--- src/rtl/aad_pkg.sv ---
// Shared types and constants for the area-average downscaler.
package aad_pkg;

   localparam int DIM_W   = 10;
   localparam int POS_W   = 9;
   localparam int PIX_W   = 24;
   localparam int STEP_W  = 18;
   localparam int REC_W   = 25;
   localparam int NUM_W   = 25;
   localparam int DEN_W   = 28;
   localparam int COORD_W = 28;
   localparam int SPAN_W  = 9;
   localparam int RDV_W   = REC_W + SPAN_W;
   localparam int F_W     = 25;
   localparam int ACC_W   = 32;
   localparam int GAIN_W  = 27;
   localparam int PROD_W  = 57;
   localparam int CSR_AW  = 5;

   localparam logic [2:0] REG_SOURCE_WIDTH  = 3'd0;
   localparam logic [2:0] REG_SOURCE_HEIGHT = 3'd1;
   localparam logic [2:0] REG_TARGET_WIDTH  = 3'd2;
   localparam logic [2:0] REG_TARGET_HEIGHT = 3'd3;
   localparam logic [2:0] REG_FLIP_ROWS     = 3'd4;

   localparam logic [DIM_W-1:0] DIM_RESET   = 10'd256;
   localparam logic [NUM_W-1:0] RECIP_NUM   = 25'h1000000;
   localparam logic [STEP_W-1:0] STEP_MIN   = 18'd16;
   localparam logic [8:0]       SPAN_FULL   = 9'd256;
   // floor(n/5) = (n * DIV5_MUL) >> 32 for n below 2^27
   localparam logic [29:0]      DIV5_MUL    = 30'd858993460;
   // smallest sum whose 6/5 gain exceeds 0xFF0000
   localparam logic [ACC_W-1:0] SAT_THRESH  = 32'd13926401;

   typedef enum logic [4:0] {
      ST_IDLE, ST_COPY_RD, ST_COPY_WT, ST_SX_GO, ST_SX_WAIT, ST_SY_GO, ST_SY_WAIT,
      ST_CHECK, ST_RC_GO, ST_RC_WAIT, ST_INIT, ST_SPAN, ST_ROW, ST_RMUL, ST_WALK,
      ST_DRAIN, ST_FIN, ST_DONE
   } state_type;

   typedef struct packed {
      logic             start;
      logic [NUM_W-1:0] num;
      logic [DEN_W-1:0] den;
   } div_req_type;

   typedef struct packed {
      logic             done;
      logic [NUM_W-1:0] quot;
   } div_rsp_type;

endpackage

--- src/rtl/aad_div.sv ---
// Restoring divider, one quotient bit per cycle.
module aad_div import aad_pkg::*; (
   input  logic        clock,
   input  logic        reset,
   input  div_req_type div_req,
   output div_rsp_type div_rsp
);

   logic             busy_ff, busy_in;
   logic             done_ff, done_in;
   logic [4:0]       cnt_ff, cnt_in;
   logic [NUM_W-1:0] num_ff, num_in;
   logic [NUM_W-1:0] quot_ff, quot_in;
   logic [DEN_W-1:0] den_ff, den_in;
   logic [DEN_W-1:0] rem_ff, rem_in;
   logic [DEN_W:0]   trial;
   logic             ge;

   always_comb begin
      trial   = {rem_ff, num_ff[NUM_W-1]};
      ge      = trial >= {1'b0, den_ff};
      busy_in = busy_ff;
      done_in = 1'b0;
      cnt_in  = cnt_ff;
      num_in  = num_ff;
      quot_in = quot_ff;
      den_in  = den_ff;
      rem_in  = rem_ff;
      if (div_req.start) begin
         busy_in = 1'b1;
         cnt_in  = 5'(NUM_W - 1);
         num_in  = div_req.num;
         den_in  = div_req.den;
         rem_in  = '0;
      end else if (busy_ff) begin
         rem_in  = ge ? DEN_W'(trial - {1'b0, den_ff}) : trial[DEN_W-1:0];
         quot_in = {quot_ff[NUM_W-2:0], ge};
         num_in  = {num_ff[NUM_W-2:0], 1'b0};
         cnt_in  = cnt_ff - 5'd1;
         if (cnt_ff == 5'd0) begin
            busy_in = 1'b0;
            done_in = 1'b1;
         end
      end
   end

   always_ff @(posedge clock) begin
      if (reset) begin
         busy_ff <= 1'b0;
         done_ff <= 1'b0;
      end else begin
         busy_ff <= busy_in;
         done_ff <= done_in;
      end
      cnt_ff  <= cnt_in;
      num_ff  <= num_in;
      quot_ff <= quot_in;
      den_ff  <= den_in;
      rem_ff  <= rem_in;
   end

   assign div_rsp.done = done_ff;
   assign div_rsp.quot = quot_ff;

endmodule

--- config.mk ---
export PLATFORM = sky130hd
export DESIGN_NAME = aad_div
export DESIGN_NICKNAME = d
export VERILOG_FILES = /design/src/rtl/aad_pkg.sv /design/src/rtl/aad_div.sv
export SDC_FILE = /design/constraint.sdc
export NUM_CORES = 1
export LEC_CHECK = 0
export BUFFER_PORTS_ARGS = -buffer_cell sky130_fd_sc_hd__buf_2
export CAP_MARGIN = 5
export CORE_MARGIN = 2
export CORE_UTILIZATION = 56
export CTS_CLUSTER_SIZE = 10
export DETAILED_ROUTE_END_ITERATION = 8
export GPL_TIMING_DRIVEN = 0
export PLACE_DENSITY = 0.78
export SYNTH_ARGS = -nofsm -noshare
export SYNTH_HDL_FRONTEND = slang
export SYNTH_SLANG_ARGS = --single-unit
--- constraint.sdc ---
create_clock -name clock -period 6.8 [get_ports clock]
set_input_delay 1.02 -clock clock [delete_from_list [all_inputs] [get_ports clock]]
set_output_delay 1.02 -clock clock [all_outputs]
set_load 0.005 [all_outputs]
# After elaboration in Yosys (flattened, before gate mapping)
# Index checks and enable logic that the tools add are counted.
[word_totals]
ramBits = 0
mem_count = 0
romBits = 0
output_inout_bits = 26
regBits = 113
latch_bits = 0
in_bits = 56
[classes]
div = 0
add_sub_neg = 2
n_lt_le_gt_ge = 1
mux = 7
bitwise_logic = 2
shifts = 0
eq_ne = 0
reduce_logical = 4
n_mul = 0
[ops]
columns = ["op", "n"]
rows = [
  ["$mux 25", 2],
  ["$ge 29x28->1", 1],
  ["$mux 28", 1],
  ["$sub 28x28->28", 1],
  ["$logic_not 5->1", 1],
  ["$sub 5x1->5 const B", 1],
  ["$mux 1", 4],
  ["$reduce_or 3->1", 1],
  ["$not 1->1", 2],
  ["$reduce_and 2->1", 1],
  ["$reduce_bool 2->1", 1],
]

# Depth between registers and ports, before layout
# Gate-level depths: netlist (run 1).
[logic_depth]
ltp_word = 4
ltp_mapped = 13

# Worst setup path before layout (run 1)
# OpenSTA, ideal clock, no wires.
[synth_path]
path_type = "flip-flop to flip-flop"
start = "register den_ff[16]"
end = "register rem_ff[10]"
arrival_ns = 2.495
synth_period_minus_slack_ns = 2.581
path_buffers = 1
required_time_ns = 6.714
path_stages_with_launch = 13
slack_ns = 4.219
path_cell_list = "edfxtp_1 -> inv_1 -> ha_1 -> a21o_1 -> o21bai_1 -> or4_1 -> nor3_2 -> nor2_2 -> a31oi_4 -> inv_2 -> buf_6 -> mux2i_1 -> a211oi_1"
[synth_between]
elab_chain_cells = 2
[synth_lines]
columns = ["element", "line_no", "rtl"]
rows = [
  ["from (decl)", "aad_div.sv:14", "logic [DEN_W-1:0] den_ff, den_in;"],
  ["from (signal assigned)", "aad_div.sv:58", "den_ff <= den_in;"],
  ["$ge 29x28->1", "aad_div.sv:21", "ge = trial >= {1'b0, den_ff};"],
  ["$mux 28", "aad_div.sv:36", "rem_in = ge ? DEN_W'(trial - {1'b0, den_ff}) : trial[DEN_W-1:0];"],
  ["to (signal assigned)", "aad_div.sv:59", "rem_ff <= rem_in;"],
  ["to (decl)", "aad_div.sv:15", "logic [DEN_W-1:0] rem_ff, rem_in;"],
]
# Every way passes these cells.
# A chain may end at the register's enable or synchronous reset.

# Worst setup path in the final report (run 1)
[layout_path]
start = "input div_req[53] (netlist name)"
end = "register num_ff[14] (enable)"
[layout_between]
elab_chain_cells = 1
[layout_lines]
columns = ["element", "line_no", "rtl"]
rows = [
  ["from (decl)", "aad_div.sv:5", "input div_req_type div_req,"],
  ["$reduce_bool 2->1 (no source line)", "n/a", ""],
  ["to (signal assigned)", "aad_div.sv:56", "num_ff <= num_in;"],
  ["to (decl)", "aad_div.sv:12", "logic [NUM_W-1:0] num_ff, num_in;"],
]
# Every way passes these cells.

==> metrics.yaml, run 1 <==
min_path:
  worst_hold_start: "quot_ff[14]$_DFFE_PP_"
  hold_path.class: "flip-flop to flip-flop"
  destination_of_the_worst_hold_path: "quot_ff[15]$_DFFE_PP_"
  hold_path_depth: 0
layout:
  areaGrowthSynthToFinish_pct: 19.0
  insertedDiodeCount: 0
  drive_gt1_share_pct: 23.8
  final.fill_count: 780
  final_net_count: 696
timing:
  grt_setup_unrepaired: "no"
  timing.fmax_ghz: 0.323
  hold_viol_final: 0
  finClkSkew_ns: 0.00791
  report.final.slew_viol_count: 0
  timing.setup.tns_ns: 0
  finalCritPeriodShare_pct: 45.6
  timing.slew.headroom_pct: 29.9
  total_of_endpoints_with_negative_setup_slack_in_the_final_report: 0
  post-route-min-period_ns: 3.10
  max_slew.worst_pin.slew_ns: 1.05
  hold-worst-slack_ns: 0.445
global_routing:
  first_global_vias: 4292
  grt.total_usage_pct: 23.7
  grt-busiest-layer: "met2"
  groute.layer.met2.usage_pct: 38.1
  grt_antenna_before_repair: 0
  grtUsageMet3_pct: 6.18
  first_pass_grt_wire_length_um: 20400
  grt_max_degree: 34
  grt.met1_usage_pct: 29.7
  global_route_total_overflow: 0
die:
  die_height_um: 105
  design.die.area_um2: 11100
  fp.coreArea_um2: 10100
  die_width_um: 105
  io_pins: 82
  initial_utilization_pct: 56.8
  fp-row-count: 37
clock_tree:
  ctsLongestPathBuffers: 2
  postCtsSetupBuffers: 0
  worstSkewPairLatency_ns: 0.54
  clkSinkCount: 113
  cts-htree-levels: 4
  cts_buffers: 17
  ctsResizeCount: 0
  cts.root.buffer_cell: "clkbuf_8"
  cts.reportedPaths.clkPinSlew_ns: 0.05
  hold_buffers: 0
  tritoncts: "built"
worst_setup_path:
  worstReg2RegEnd: "rem_ff[22]$_SDFFE_PP0P_"
  worst-endpoint-arrival_ns: 3.22
  setup.worst_path.end_class: "flip-flop"
  required_ns: 6.92
  crit_type: "input port to flip-flop"
  crit_path_start_kind: "input port"
  r2r_start: "den_ff[14]$_DFFE_PP_"
  reg2reg_slack_ns: 3.75
  worstRegToRegCells: 13
  worstPathMaxFanout: 33
logic_synthesis:
  asyncSetResetFlopFracSynth_pct: 0
  synth_seq_area_share_pct: 52.8
  post_synth_num_cell_types: 58
  syn_area_per_cell_um2: 11.3
  postSynthNetCount: 596
  synthesis.instances: 510
  synth_enable_flop_cells: 78
  syn_area_um2: 5760
  yosys_warnings: 0
  synth-main-ff-cell: "edfxtp_1"
  flip_flop_and_latch_count_after_synthesis: 113
placed_design:
  numPortBuffers: 81
  dp_hpwl_um: 8740
  place_congestion: 0.934
power:
  power.static_leakage_nw: 2.82
  ir_drop_worst_case_vdd_mv: 0.232
  pwr_density_cell_nw_per_um2: 263
run_status:
  run_status: "finished, final reports clean"
job:
  max_capacitance_violation_total: 0
drt:
  total_number_of_vias: 4225
  first_iter_violations: 210
  drt.antenna.violating_nets: 0
  drc_errors: 0
  route.detailed.vias_per_inst: 5.57
  drt_pass1_iterations: 5
  wl_per_cell_um: 16.2
  postRouteWirelength_um: 12300
-- routing by layer --
layer / share of wire, % / wire length (um) / vias up
li1: - / - / 2096
met1: 44 / 5440 / 1973
met2: 48 / 5960 / 130
met3: 4.9 / 608 / 26
met4: 2.3 / 287 / 0
met5: 0 / 0 / -
-- synthesized netlist by cell type (3+ instances only) --
cell type,instances,area (um2)
nand2b_1,5,31.3
and4_1,3,26.3
inv_1,38,143
a31oi_1,7,43.8
xnor2_1,15,131
nand4_1,7,43.8
clkbuf_1,12,45.0
dfxtp_1,35,701
o21ai_0,10,50.1
nand4b_1,4,35.0
buf_2,3,15.0
a21o_1,13,97.6
a32oi_1,3,26.3
nor3_1,9,45.0
o21ai_1,7,35.0
ha_1,29,363
xor2_1,13,114
nor2b_1,4,25.0
and2_1,3,18.8
edfxtp_1,78,2340
nand3_1,11,55.1
o311ai_0,3,26.3
mux2i_1,17,170
o21bai_1,3,22.5
a21oi_1,22,110
mux2_2,24,270
o21a_1,9,67.6
o31ai_1,3,22.5
o211ai_1,5,37.5
a211oi_1,17,128
nor2_1,34,128
nand2_1,35,131
-- worst max path at each step --
stage	from	to	slack, ns	depth (start not counted)
finish	div_req[53]	num_ff[14]$_DFFE_PP_	3.70	4
detailed placement	div_req[53]	rem_ff[22]$_SDFFE_PP0P_	3.11	5
global route	div_req[53]	rem_ff[22]$_SDFFE_PP0P_	3.52	5
global placement	div_req[53]	rem_ff[26]$_SDFFE_PP0P_	3.27	5
floorplan	den_ff[16]$_DFFE_PP_	rem_ff[10]$_SDFFE_PP0P_	4.22	12
CTS	den_ff[14]$_DFFE_PP_	rem_ff[22]$_SDFFE_PP0P_	3.74	13
-- where the power goes --
| group | internal [mW] | total, mW | switching (mW) |
|---|---|---|---|
| sequential | 0.787 | 0.806 | 0.0189 |
| combinational | 0.0977 | 0.230 | 0.132 |
| clock | 0.454 | 0.769 | 0.314 |
| total | 1.34 | 1.80 | 0.466 |
-- kinds of logic (layout without fill, tap and decap cells) --
family / after synthesis / after routing / synth area share [%]
flops: 113 / 113 / 52.8
buf+inv: 60 / 173 / 4.30
xor+xnor: 28 / 28 / 4.26
mux: 41 / 41 / 7.65
fa+ha+maj: 30 / 30 / 6.65
simple gates: 123 / 123 / 10.5
compound gates: 115 / 115 / 13.8
-- stage by stage --
stage                     std cells  utilization [%]  power (mW)  instance area (um2)  setup slack [ns]
after floorplan                 510                -       0.978                 5760              4.22
after global placement          727             62.5        1.04                 6330              3.27
after detailed placement        727             62.5        1.05                 6330              3.11
after CTS                       759             67.6        1.82                 6850              3.74
after global routing            759             67.6        1.88                 6850              3.52
final                           759             67.6        1.80                 6850              3.70
-- flip-flops by register name, indices dropped and copies added (netlist names) --
signal,count
quot_ff,25
busy_ff,1
cnt_ff,5
rem_ff,28
num_ff,25
done_ff,1
den_ff,28
-- worst max-delay path, cell delays in order --
cell and delay (ns):
buf_2 0.34, nor2_1 0.69, clkbuf_1 0.55, inv_1 0.60
-- cell usage in the layout, fill, tap and decap left out, drive strengths merged, types with 7 or more instances in the layout --
cell / netlist / layout
ha: 29 / 29
buf: 8 / 89
edfxtp: 78 / 78
clkbuf: 12 / 31
clkinv: 1 / 9
nand2: 35 / 35
a21oi: 22 / 22
o21ai: 17 / 17
xor2: 13 / 13
nor3: 10 / 10
o21a: 9 / 9
xnor2: 15 / 15
mux2i: 17 / 17
inv: 39 / 41
dfxtp: 35 / 35
a31oi: 8 / 8
nand3: 11 / 11
nor2: 35 / 35
a211oi: 17 / 17
nand4: 7 / 7
a21o: 13 / 13
mux2: 24 / 24
-- area by class of cell --
type                       count  area, um2  area share (%)
clock buffer                  19        432            6.30
sequential                   113       3040            44.4
inverter                      40        150            2.19
tap                          136        170            2.48
clock inverter                13       87.6            1.28
timing repair buffer          81        405            5.92
buffer                        20       97.6            1.42
multi-input combinational    337       2470            36.0
(Power assumes the default switching activity.)
==> run 2, diff against run 1 <==
Settings changed: ABC_AREA set to 1.
Clock period 6.8 ns to 3.2 ns, I/O delays scaled along.
==> metrics.yaml, run 2 <==
run_status:
  run_status: "finished, final reports clean"  # unchanged
layout:
  final_cell_count_no_fill: 1082  # was 759
  finish.instance_area_um2: 7480  # was 6850 um2
  areaGrowthSynthToFinish_pct: 18.3  # was 19.0%
  final_net_count: 1015  # was 696
  largest_registers: "den_ff x28, rem_ff x28"  # unchanged
  drive_gt1_share_pct: 14.1  # was 23.8%
  final_core_util_pct: 68.4  # was 67.6%
  layout_commonest_cell: "nand2_1"  # was buf_2
  most_frequent_cells_in_the_layout: "nand2_1, inv_1, buf_2"  # was buf_2, edfxtp_1, inv_1
  insertedDiodeCount: 0  # unchanged
logic_synthesis:
  syn_area_per_cell_um2: 7.63  # was 11.3 um2
  synth-main-ff-cell: "edfxtp_1"  # unchanged
  syn_area_um2: 6330  # was 5760 um2
  postSynthNetCount: 915  # was 596
  synth_seq_area_share_pct: 48.1  # was 52.8%
  synth_largest_area_cell: "edfxtp_1"  # unchanged
  yosys.area.top_type_share_pct: 37.0  # was 40.7%
  synth_enable_flop_cells: 78  # unchanged
  synth_most_common_cell: "nand2_1"  # was edfxtp_1
  post_synth_num_cell_types: 35  # was 58
  netlist_top_cells_area: "edfxtp_1, nand2_1, dfxtp_1"  # was edfxtp_1, dfxtp_1, ha_1
  synthesis.instances: 829  # was 510
  synth.top_cells.by_count: "nand2_1, inv_1, nor2_1"  # was edfxtp_1, inv_1, dfxtp_1, nand2_1, nor2_1
  asyncSetResetFlopFracSynth_pct: 0  # unchanged
  yosys_warnings: 0  # unchanged
  flip_flop_and_latch_count_after_synthesis: 113  # unchanged
timing:
  report.final.slew_viol_count: 0  # unchanged
  timing.setup.tns_ns: 0  # unchanged
  finalCritPeriodShare_pct: 74.4
  finClkSkew_ns: 0.00635  # was 0.00791 ns
  total_of_endpoints_with_negative_setup_slack_in_the_final_report: 0  # unchanged
  max_slew.worst_pin.slew_ns: 0.975  # was 1.05 ns
  post-route-min-period_ns: 2.38
  grt_setup_unrepaired: "no"  # unchanged
  hold_viol_final: 0  # unchanged
  worst_slack_ns: 0.819  # was 3.70 ns
  timing.fmax_ghz: 0.420
  timing.slew.headroom_pct: 34.9  # was 29.9%
  hold-worst-slack_ns: 0.226  # was 0.445 ns
worst_setup_path:
  setup.worst_path.end_class: "flip-flop"  # unchanged
  critPathBufInv: 1  # was 3
  worstPathMaxFanout: 3  # was 33
  required_ns: 3.52  # was 6.92 ns
  crit_type: "flip-flop to flip-flop"  # was input port to flip-flop
  reg2reg_slack_ns: 0.82  # was 3.75 ns
  worst-endpoint-arrival_ns: 2.70  # was 3.22 ns
  path_delay_family: "adder cells"  # was buffers and inverters
  worst_path_max_delay_cell: "fa_1"  # was nor2_1
  crit_top_cell: "nand2_1"
  max_stage_delay_ns: 0.45  # was 0.69 ns
  r2r_start: "num_ff[24]$_DFFE_PP_"  # was den_ff[14]$_DFFE_PP_
  worstRegToRegCells: 12  # was 13
  crit_path_start_kind: "flip-flop"  # was input port
  cp_cell_sequence: "inv_1 -> ha_1 -> fa_1 -> nor2_1 -> nor2_1 -> o21ai_0 -> nand3_1 -> nand2_1 -> xnor2_1 -> nand2_1 -> nand2_1 -> nand2_1"  # was buf_2 -> nor2_1 -> clkbuf_1 -> inv_1
  worstReg2RegEnd: "rem_ff[14]$_SDFFE_PP0P_"  # was rem_ff[22]$_SDFFE_PP0P_
drt:
  route.detailed.vias_per_inst: 5.01  # was 5.57
  drt.antenna.violating_nets: 0  # unchanged
  postRouteWirelength_um: 14600  # was 12,300 um
  drt_pass1_iterations: 6  # was 5
  first_iter_violations: 418  # was 210
  drc_errors: 0  # unchanged
  total_number_of_vias: 5422  # was 4,225
  wl_per_cell_um: 13.5  # was 16.2 um
placed_design:
  dp_hpwl_um: 10600  # was 8740 um
  place_congestion: 0.929  # was 0.934
  placedInstanceArea_um2: 6910  # was 6330 um2
  dpl_worst_slack_ns: 0.375  # was 3.11 ns
  numPortBuffers: 81  # unchanged
  placedCellCount: 1050  # was 727
global_routing:
  grt_max_degree: 35  # was 34
  first_pass_grt_wire_length_um: 23700  # was 20,400 um
  grt_antenna_before_repair: 0  # unchanged
  global_route_total_overflow: 0  # unchanged
  grt.total_usage_pct: 26.1  # was 23.7%
  first_global_vias: 5046  # was 4,292
clock_tree:
  cts.root.buffer_cell: "clkbuf_16"  # was clkbuf_8
  cts_buffers: 17  # unchanged
  postCtsSetupBuffers: 0  # unchanged
  worstSkewPairLatency_ns: 0.42  # was 0.54 ns
  tritoncts: "built"  # unchanged
  hold_buffers: 0  # unchanged
  clkSinkCount: 113  # unchanged
  ctsResizeCount: 0  # unchanged
  cts.reportedPaths.clkPinSlew_ns: 0.06  # was 0.05 ns
  ctsLongestPathBuffers: 2  # unchanged
  cts-htree-levels: 4  # unchanged
power:
  ir_drop_worst_case_vdd_mv: 0.673  # was 0.232 mV
  power.static_leakage_nw: 3.69  # was 2.82 nW
  fin_total_pwr_mw: 3.83  # was 1.80 mW
  pwr_density_cell_nw_per_um2: 512  # was 263 nW/um2
min_path:
  hold_path.class: "input port to flip-flop"  # was flip-flop to flip-flop
  hold_path_depth: 1  # was 0
  worst_hold_start: "div_req[12]"  # was quot_ff[14]$_DFFE_PP_
  destination_of_the_worst_hold_path: "den_ff[12]$_DFFE_PP_"  # was quot_ff[15]$_DFFE_PP_
job:
  max_capacitance_violation_total: 0  # unchanged
die:
  io_pins: 82  # unchanged
  design.die.area_um2: 12200  # was 11,100 um2
  fp.coreArea_um2: 10900  # was 10,100 um2
  initial_utilization_pct: 57.8  # was 56.8%
  die_width_um: 110  # was 105 um
  fp-row-count: 38  # was 37
  die_height_um: 110  # was 105 um
## run 2: cells by family (layout without fill, tap and decap cells)
| logic type | count (synthesis) | after routing | synth area share, % |
|---|---|---|---|
| flip-flops | 113 | 113 | 48.1 |
| XOR/XNOR | 12 | 12 | 1.66 |
| adder cells (fa/ha/maj) | 30 | 30 | 6.05 |
| buffers and inverters | 139 | 252 | 8.82 |
| AO/OA/AOI/OAI | 47 | 47 | 4.09 |
| AND/OR/NAND/NOR | 488 | 488 | 31.3 |
## run 2: worst reg2reg max path, cell delays in order (launching register included)
cell,delay (ns)
edfxtp_1,0.35
inv_1,0.05
ha_1,0.21
fa_1,0.45
nor2_1,0.15
nor2_1,0.07
o21ai_0,0.43
nand3_1,0.12
nand2_1,0.15
xnor2_1,0.13
nand2_1,0.06
nand2_1,0.06
nand2_1,0.04
## run 2: cell type report
type / instances / area [um2]
Fill cell: 954 / 3450
Sequential cell: 113 / 3040
Multi-Input combinational cell: 577 / 2730
Inverter: 122 / 458
Clock buffer: 17 / 425
Timing Repair Buffer: 81 / 405
Tap cell: 140 / 175
Clock inverter: 15 / 151
Buffer: 17 / 101
## run 2: per-layer routing
metal	share of wire (%)	wire length [um]	global-route usage, %	vias up
li1	-	-	-	2819
met1	46	6690	33.1	2386
met2	46	6720	43.1	186
met3	6.2	914	7.11	31
met4	2.1	303	8.93	0
met5	0	0	0	-
## run 2: worst max path at each step
stage | start | endpoint | slack [ns] | cells past startpoint
after floorplan | div_req[53] | quot_ff[0]$_DFFE_PP_ | 1.14 | 2
after CTS | div_req[53] | num_ff[10]$_DFFE_PP_ | 0.80 | 4
after global routing | num_ff[24]$_DFFE_PP_ | rem_ff[14]$_SDFFE_PP0P_ | 0.63 | 12
after detailed placement | div_req[53] | num_ff[9]$_DFFE_PP_ | 0.38 | 4
final | num_ff[24]$_DFFE_PP_ | rem_ff[14]$_SDFFE_PP0P_ | 0.82 | 12
after global placement | div_req[53] | quot_ff[24]$_DFFE_PP_ | 0.17 | 3
## run 2: power breakdown
group / switching (mW) / leakage, nW / total, mW / internal (mW)
clock: 0.741 / 0.267 / 1.83 / 1.09
sequential: 0.0277 / 1.05 / 1.68 / 1.66
combinational: 0.208 / 2.38 / 0.321 / 0.113
total: 0.976 / 3.69 / 3.83 / 2.85
==> run 3, diff against run 2 <==
Clock period 3.2 ns to 2.2 ns, I/O delays scaled along.
==> metrics.yaml, run 3 (synthesized netlist as in run 2, its figures left out) <==
timing:
  grt_setup_unrepaired: "yes"  # was no
  post-route-min-period_ns: 2.16  # was 2.38 ns
  report.final.slew_viol_count: 0  # unchanged
  total_of_endpoints_with_negative_setup_slack_in_the_final_report: 0  # unchanged
  timing.fmax_ghz: 0.463  # was 0.420 GHz
  max_slew.worst_pin.slew_ns: 0.837  # was 0.975 ns
  hold_viol_final: 0  # unchanged
  timing.setup.tns_ns: 0  # unchanged
  hold-worst-slack_ns: 0.0682  # was 0.226 ns
  timing.slew.headroom_pct: 44.2  # was 34.9%
  finClkSkew_ns: 0.00704  # was 0.00635 ns
  finalCritPeriodShare_pct: 98.1  # was 74.4%
die:
  die_height_um: 110  # unchanged
  io_pins: 82  # unchanged
  fp.coreArea_um2: 10900  # unchanged
  fp-row-count: 38  # unchanged
  die_width_um: 110  # unchanged
  initial_utilization_pct: 57.8  # unchanged
  design.die.area_um2: 12200  # unchanged
job:
  max_capacitance_violation_total: 0  # unchanged
worst_setup_path:
  worstReg2RegEnd: "rem_ff[24]$_SDFFE_PP0P_"  # was rem_ff[14]$_SDFFE_PP0P_
  setup.worst_path.end_class: "flip-flop"  # unchanged
  max_stage_delay_ns: 0.34  # was 0.45 ns
  cp_cell_sequence: "inv_1 -> ha_1 -> inv_1 -> nor3_2 -> nand2_1 -> nor2_1 -> nand3_1 -> nand3_4 -> buf_8 -> buf_6 -> nand3_1 -> nand2_1 -> nand2_1"  # was inv_1 -> ha_1 -> fa_1 -> nor2_1 -> nor2_1 -> o21ai_0 -> nand3_1 -> nand2_1 -> xnor2_1 -> nand2_1 -> nand2_1 -> nand2_1
  worstPathMaxFanout: 10  # was 3
  crit_path_start_kind: "flip-flop"  # unchanged
  worst_path_max_delay_cell: "ha_1"  # was fa_1
  crit_type: "flip-flop to flip-flop"  # unchanged
  required_ns: 2.52  # was 3.52 ns
  r2r_start: "den_ff[27]$_DFFE_PP_"  # was num_ff[24]$_DFFE_PP_
  reg2reg_slack_ns: 0.04  # was 0.82 ns
  worst-endpoint-arrival_ns: 2.48  # was 2.70 ns
  crit_top_cell: "nand2_1"  # unchanged
  worstRegToRegCells: 13  # was 12
power:
  pwr_density_cell_nw_per_um2: 711  # was 512 nW/um2
  power.static_leakage_nw: 3.74  # was 3.69 nW
  ir_drop_worst_case_vdd_mv: 0.984  # was 0.673 mV
drt:
  drt_pass1_iterations: 5  # was 6
  postRouteWirelength_um: 16000  # was 14,600 um
  drt.antenna.violating_nets: 0  # unchanged
  route.detailed.vias_per_inst: 5.14  # was 5.01
  wl_per_cell_um: 14.7  # was 13.5 um
  total_number_of_vias: 5610  # was 5,422
  first_iter_violations: 488  # was 418
  drc_errors: 0  # unchanged
clock_tree:
  clkSinkCount: 113  # unchanged
  cts.reportedPaths.clkPinSlew_ns: 0.06  # about the same
  cts-htree-levels: 4  # unchanged
  cts_buffers: 17  # unchanged
  ctsLongestPathBuffers: 2  # unchanged
  tritoncts: "built"  # unchanged
  worstSkewPairLatency_ns: 0.43  # was 0.42 ns
  cts.root.buffer_cell: "clkbuf_16"  # unchanged
global_routing:
  grtUsageMet3_pct: 7.23  # was 7.11%
  grt_max_degree: 35  # unchanged
  first_pass_grt_wire_length_um: 23900  # was 23,700 um
  grt_antenna_before_repair: 0  # unchanged
  grt.total_usage_pct: 26.4  # was 26.1%
  grt.met1_usage_pct: 33.3  # was 33.1%
  first_global_vias: 5075  # was 5,046
  groute.layer.met2.usage_pct: 43.7  # was 43.1%
  grt-busiest-layer: "met2"  # unchanged
  global_route_total_overflow: 0  # unchanged
layout:
  layout_commonest_cell: "nand2_1"  # unchanged
  insertedDiodeCount: 0  # unchanged
  areaGrowthSynthToFinish_pct: 26.6  # was 18.3%
  most_frequent_cells_in_the_layout: "nand2_1, inv_1, buf_2"  # unchanged
  largest_registers: "den_ff x28, rem_ff x28"  # unchanged
  drive_gt1_share_pct: 21.7  # was 14.1%
  final_net_count: 1024  # was 1,015
min_path:
  worst_hold_start: "div_req[12]"  # unchanged
  hold_path_depth: 1  # unchanged
  destination_of_the_worst_hold_path: "den_ff[12]$_DFFE_PP_"  # unchanged
  hold_path.class: "input port to flip-flop"  # unchanged
placed_design:
  numPortBuffers: 81  # unchanged
  dp_hpwl_um: 10600  # unchanged
  place_congestion: 0.929  # unchanged
run_status:
  run_status: "finished, final reports clean"  # unchanged
==> run 3: how the worst max path moves through the flow <==
stage | from | to | slack (ns) | cells after the start
global placement | div_req[53] | quot_ff[24]$_DFFE_PP_ | -0.68 | 3
detailed placement | div_req[53] | num_ff[9]$_DFFE_PP_ | -0.47 | 4
CTS | num_ff[24]$_DFFE_PP_ | rem_ff[14]$_SDFFE_PP0P_ | -0.04 | 12
global route | num_ff[24]$_DFFE_PP_ | rem_ff[16]$_SDFFE_PP0P_ | -0.04 | 13
finish | den_ff[27]$_DFFE_PP_ | rem_ff[24]$_SDFFE_PP0P_ | 0.04 | 13
floorplan | busy_ff$_SDFF_PP0_ | quot_ff[0]$_DFFE_PP_ | 0.19 | 3
==> run 3: layout make-up <==
type,instances,area (um2)
multi-input cells,577,3150
flip-flops and latches,113,3040
fillers,849,2930
repair buffers,89,483
inverters,122,462
clock buffers,17,425
well taps,140,175
clock inverters,15,151
plain buffers,17,113
repair inverters,1,7.51
==> run 3: per-stage QoR <==
step | util (%) | worst slack [ns] | total power [mW] | instance area [um2] | std cells
after CTS | 69.0 | -0.0350 | 5.62 | 7550 | 1083
after global placement | 63.2 | -0.683 | 2.94 | 6910 | 1050
after floorplan | - | 0.185 | 2.79 | 6330 | 829
after detailed placement | 63.2 | -0.475 | 2.95 | 6910 | 1050
final | 73.2 | 0.0413 | 5.69 | 8010 | 1091
after global routing | 73.2 | -0.0440 | 5.88 | 8010 | 1091
==> run 3: worst max-delay path, delay by kind of cell, from the launching register on <==
family | cells | cell delay, ns
buf+inv | 4 | 0.43
flops | 1 | 0.32
fa+ha+maj | 1 | 0.34
simple gates | 8 | 0.94
==> run 3: per-layer routing <==
metal | vias to the layer above | part of all wire (%)
met5 | - | 0
met4 | 0 | 2.6
met3 | 37 | 6.6
met2 | 203 | 48
met1 | 2525 | 43
li1 | 2845 | -
==> run 3: repair_timing <==
action,in CTS,in global routing
endpoints found under the setup margin,36,55
cloned,1,1
hold buffers,0,0
pin swaps,0,9
setup buffers,0,7
gates resized for setup,11,72
==> run 3: where the power goes <==
part           internal [mW]  leakage (nW)  switching (mW)
registers               2.41          1.05          0.0416
clock network           1.58         0.267            1.10
logic                  0.218          2.43           0.350
total                   4.20          3.74            1.49
